===== src/sv/vdc_pkg.sv =====
package vdc_pkg;

  // Field and register widths
  localparam int unsigned SAMPLE_W     = 16;
  localparam int unsigned COEF_W       = 16;
  localparam int unsigned PROD_W       = 32;
  localparam int unsigned COLSUM_W     = 34;
  localparam int unsigned SUM_W        = 35;
  localparam int unsigned ROW_W        = 16;
  localparam int unsigned OUT_COL_W    = 10;
  localparam int unsigned CFG_COLS_W   = 11;
  localparam int unsigned KERNEL_REG_W = 48;
  localparam int unsigned KERNEL_REGS  = 3;
  localparam int unsigned CFG_DATA_W   = 48;
  localparam int unsigned CFG_IDX_W    = 3;
  localparam int unsigned LINES        = 2;

  // Parameter defaults
  localparam int unsigned KERNEL_ROWS_DEF = 3;
  localparam int unsigned KERNEL_COLS_DEF = 3;
  localparam int unsigned MAX_COLUMNS_DEF = 1024;

  // Image size limits and reset values
  localparam int unsigned MIN_DIM    = 3;
  localparam int unsigned COLS_RESET = 1024;
  localparam int unsigned ROWS_RESET = 1024;

  // Configuration register indexes
  typedef enum logic [CFG_IDX_W-1:0] {
    CFG_IMAGE_COLUMNS = 3'd0,
    CFG_IMAGE_ROWS    = 3'd1,
    CFG_KERNEL_TOP    = 3'd2,
    CFG_KERNEL_MIDDLE = 3'd3,
    CFG_KERNEL_BOTTOM = 3'd4
  } cfg_reg_e;

  typedef logic signed [SAMPLE_W-1:0] sample_t;

  // Per-cycle control of the window cells
  typedef struct packed {
    logic shift;    // take in a new window column
    logic advance;  // move products and column sums one stage on
  } cell_ctrl_t;

  // Position and frame mark that travel with a result
  typedef struct packed {
    logic [ROW_W-1:0]     row;
    logic [OUT_COL_W-1:0] col;
    logic                 last;
  } res_meta_t;

endpackage


===== src/sv/vdc_cell.sv =====
module vdc_cell #(
  parameter int unsigned KR = vdc_pkg::KERNEL_ROWS_DEF
) (
  input  logic                                 clk_i,
  input  vdc_pkg::cell_ctrl_t                  ctrl_i,
  input  vdc_pkg::sample_t [KR-1:0]            col_i,
  input  vdc_pkg::sample_t [KR-1:0]            coef_i,
  output vdc_pkg::sample_t [KR-1:0]            col_o,
  output logic signed [vdc_pkg::COLSUM_W-1:0]  colsum_o
);
  import vdc_pkg::*;

  sample_t [KR-1:0]           win_q;
  logic signed [PROD_W-1:0]   prod_q [KR];
  logic signed [COLSUM_W-1:0] colsum_d;
  logic signed [COLSUM_W-1:0] colsum_q;

  // Shift the window column in from the input (neighbor cell or new column)
  always_ff @(posedge clk_i) begin
    if (ctrl_i.shift) begin
      win_q <= col_i;
    end
  end

  // Multiply each sample of the column by its coefficient and register the column sum
  always_ff @(posedge clk_i) begin
    if (ctrl_i.advance) begin
      for (int k = 0; k < KR; k++) begin
        prod_q[k] <= PROD_W'($signed(win_q[k])) * PROD_W'($signed(coef_i[k]));
      end
      colsum_q <= colsum_d;
    end
  end

  // Add the column's products
  always_comb begin
    colsum_d = '0;
    for (int k = 0; k < KR; k++) begin
      colsum_d = colsum_d + COLSUM_W'(prod_q[k]);
    end
  end

  assign col_o    = win_q;
  assign colsum_o = colsum_q;

endmodule

===== config.mk =====
export PLATFORM = sky130hd
export DESIGN_NAME = vdc_cell
export DESIGN_NICKNAME = d
export VERILOG_FILES = /design/src/sv/vdc_pkg.sv /design/src/sv/vdc_cell.sv
export SDC_FILE = /design/constraint.sdc
export NUM_CORES = 2
export LEC_CHECK = 0
export BUFFER_PORTS_ARGS = -buffer_cell sky130_fd_sc_hd__buf_2
export CAP_MARGIN = 20
export CORE_MARGIN = 2
export CORE_UTILIZATION = 38
export DETAILED_ROUTE_END_ITERATION = 8
export PLACE_DENSITY = 0.51
export RECOVER_POWER = 100
export REMOVE_ABC_BUFFERS = 1
export SLEW_MARGIN = 20
export SYNTH_ARGS = -nofsm -noshare
export SYNTH_HDL_FRONTEND = slang
export SYNTH_SLANG_ARGS = --single-unit

===== constraint.sdc =====
create_clock -name clk_i -period 8.9 [get_ports clk_i]
set_input_delay 1.78 -clock clk_i [delete_from_list [all_inputs] [get_ports clk_i]]
set_output_delay 1.78 -clock clk_i [all_outputs]
set_load 0.005 [all_outputs]

# Word level (Yosys, flattened, before mapping)
# Memory sizes are Yosys's and may differ from the RTL's.
# Index checks and enable logic that the tools add are counted.
# word_totals
regBits	82
ramBits	96
word_cells	12
mem_count	1
# mem_list
name	depth	width	read_ports	rd_ports_with_merged_regs	wr	line_no	rtl
prod_q	3	32	3	0	3	vdc_cell.sv:14	logic signed [PROD_W-1:0] prod_q [KR];
# classes
addsub	2
n_mul	3
n_mux	2
# op_table
operator	count
$mul 16x16->32	3
$add 33x32->34	1
$add 32x32->33	1
$mux 1	2

# Depth between registers and ports, before layout
# depth
depth_word	2
ltp_mapped	24
depth_no_buf	22

# Worst setup path after synthesis
# OpenSTA, ideal clock, no wires.
# synth_path
path_type	input-to-reg
start	input port coef_i[17] in the netlist's numbering
end	memory prod_q[1][27] (netlist: prod_q[0][59]), data pin
arrival_ns	7.345
required_ns	8.641
setup_slack_ns	1.296
stages	20
path_buffers	1
cell_sequence	clkbuf_1 > nand2_1 > inv_1 > fa_1 > fa_1 > fa_1 > fa_1 > fa_1 > inv_1 > fa_1 > inv_1 > ha_1 > and4_1 > a31oi_1 > o211ai_1 > nor2b_1 > a21oi_1 > or3b_2 > a21oi_1 > xnor2_1
# synth_lines
item	line_no	rtl
start, declared	vdc_cell.sv:7	input vdc_pkg::sample_t [KR-1:0] coef_i,
end, declared	vdc_cell.sv:14	

==> run metrics <==
Std-Cell Core Area=96280 sq um; post-cts resize count=0; proportion of layout cells with a drive suffix above 1=0.04503; buffer count from post-CTS setup fixing=0; slew of the pin with the lowest slew margin=3.582 ns; normalized max-slew margin=-1.388; Setup violations, final=0; number of different library cells in the post-synthesis netlist=61; Area Growth Syn to Fin=7.230%; die span in x=approximately 320 um; final routed DRC violation total=0; endpoint kind of the worst setup timing path=flip-flop; antenna violations before repair=2; CTS Root Cell=clkbuf_16; number of clock sinks seen by CTS=178; post-synthesis cell type with the largest combined area=fa_1; final weighted congestion of routability-driven global placement=0.8202; 1st-pass router iterations=5; type of the most critical hold path=flip-flop to flip-flop; proportion of register bits with asynchronous set or reset after synthesis=0; Routed Wire Length=around 88000 um; via count of the first global-routing pass=approximately 27000; clock tree buffer depth=2; total number of vias=about 24000; clock tree from TritonCTS=done; RSZ-0062 raised after global routing=no; Worst Clk Skew=between 0.02 and 0.025 ns; Clock Pin Slew Worst Setup and Hold Paths=roughly 0.080 ns; outcome=finished with violations; clock latency on the worst-skew pair=around 0.50 ns; Post-layout nets=4936; Hold Buf Count CTS=0; required time at the endpoint of the critical path=just over 9 ns; Seq/Total Area, Yosys=0.1454; Initial Utilization=0.3819; fin crit period=8.011 ns; Syn Std Cell Area=36770 sq um; Peak Freq=between 100 and 150 MHz; global router's overall resource usage=0.1892; number of enable flip-flop cells after synthesis=178; arrival time of data at the critical path endpoint=between 8 and 9 ns; Yosys warnings=0; total number of H-tree levels=4; placed wire-length estimate=between 70000 and 80000 um; # IOs=181; number of I/O port buffers=180; DRC marker count from the first detailed-route iteration=1085; violations in the final reports=capacitance limit, slew limit; number of maximum-capacitance constraint violations=3; die outline area=between 90000 and 100000 sq um; grt ovf=0; die span in y=around 320 um; Layout fillers=about 9600; sequential cell area in the final layout=5345 sq um; Detail Route Antenna Nets=0; fin. max-slew vios=roughly 170; Synth top area share=0.4459; pin count of the biggest net entering global routing=69; Crit Path Category=primary input to flip-flop; kind of start point of the critical path=primary input; clock buffers created by TritonCTS=17; count of standard-cell rows=114; maximum fanout along the worst path=16; post-DR wirelength/cell=about 17 um; total of flip-flops plus latches after synthesis=around 180; synthesized area per cell=around 10 sq um; top cells by area in the synthesized netlist=fa_1 (45%), edfxtp_1 (15%), ha_1 (9.5%); Gate Count Post-Synth=3636; via/cell ratio=4.807; Period Utilization, post-route=0.9001; primary flip-flop cell chosen by synthesis mapping=edfxtp_1; wire length of the first global-routing pass=145900 um; Fin. Hold Viols=0; summed negative setup slack over all endpoints=0 ns; area taken by multi-input logic gates=27790 sq um
## per-layer routing
metal	part of all wire	GRT usage	wire length (um)	vias up
met5	0	0	0	-
met4	0.017	0.03929	1468	0
met3	0.035	0.02072	3077	65
met2	0.49	0.3204	43430	377
met1	0.45	0.2624	39970	12584
li1	-	-	-	11158
## worst max-delay path, cell delays in order
cell      delay, ns
clkbuf_1       0.58
nand2_1        0.21
inv_1          0.16
fa_1           0.56
fa_1           0.93
fa_1           0.53
fa_1           0.51
fa_1           0.50
inv_1          0.05
fa_1           0.47
inv_1          0.04
ha_1           0.32
and4_1         0.23
a31oi_1        0.20
o211ai_1       0.14
nor2b_1        0.15
a21oi_1        0.15
nand3b_1       0.12
a31o_2         0.26
a31oi_1        0.23
xnor2_1        0.10
## flip-flops by register name, indices dropped and copies added, names as in the netlist
| signal | count |
|---|---|
| col_o | 48 |
| colsum_o | 34 |
| prod_q | 96 |
## cell type report
cell class                      instances  share of cell area
Sequential cell                       178              0.1356
Antenna cell                            2           0.0001269
Clock buffer                           17             0.01079
Multi-Input combinational cell       2490              0.7048
Clock inverter                         15            0.003744
Timing Repair Buffer                  188             0.02218
Tap cell                             1276             0.04049
Inverter                              865             0.08234
## final timing paths
path / start / end / slack [ns] / depth (start not counted)
setup / recovery: coef_i[17] / prod_q[0][63] / 0.89 / 21
hold / removal: prod_q[0][1] / colsum_o[1] / 0.76 / 2
setup reg to reg: col_o[27] / prod_q[0][63] / 1.82 / 21
hold reg to reg: prod_q[0][1] / colsum_o[1] / 0.76 / 2
## Yosys cell counts (13+ instances only)
master	number
inv_1	865
fa_1	819
nand2_1	388
and2_1	376
ha_1	278
edfxtp_1	178
clkbuf_1	102
xnor2_1	99
nor2_1	98
a21oi_1	83
a21o_1	53
o21ai_0	47
xor2_1	27
nand2b_1	25
o21a_1	25
nor3_1	16
a211oi_1	13
nand3_1	13
## through the flow
step	setup slack, ns	area, sq um	std cells	hold WS [ns]	utilization
final	0.8888	39430	5031	0.7564	0.4096
after global placement	0.8671	38950	4997	0.7381	0.4046
after floorplan	1.523	36390	3533	0.6803	-
after global routing	0.5390	39430	5031	0.8298	0.4096
after detailed placement	0.7901	38950	4997	0.7452	0.4046
after CTS	1.325	39520	5029	0.7704	0.4105
## layout by cell type (no fill, tap or decap), drive strengths merged, types with 6 or more instances in the layout
cell type,synthesis,routed
inv,865,872
fa,819,819
nand2,388,388
and2,376,376
ha,278,278
edfxtp,178,178
buf,1,133
xnor2,99,99
nor2,98,98
a21oi,84,84
clkbuf,102,72
a21o,53,53
o21ai,48,48
xor2,27,27
o21a,25,25
nand2b,25,25
nor3,16,16
a211oi,13,13
nand3,13,13
a31oi,12,12
o21bai,12,12
nor2b,11,11
and3,8,8
a21boi,7,7
clkinv,0,7
nand4,6,6
a211o,6,6
## logic make-up (layout without fill, tap and decap cells)
logic type / count (synthesis) / count (layout) / share of synthesized area
AO/OA/AOI/OAI: 309 / 309 / 0.05583
XOR/XNOR: 126 / 126 / 0.03001
adder cells (fa/ha/maj): 1097 / 1097 / 0.5404
buffers and inverters: 968 / 1085 / 0.09881
flip-flops: 178 / 178 / 0.1454
multiplexers: 2 / 2 / 0.0005444
other: 0 / 2 / 0
AND/OR/NAND/NOR: 956 / 956 / 0.1290
Power is not shown: default switching activity piles up to over one toggle a cycle in this logic, so the estimate is an artifact.
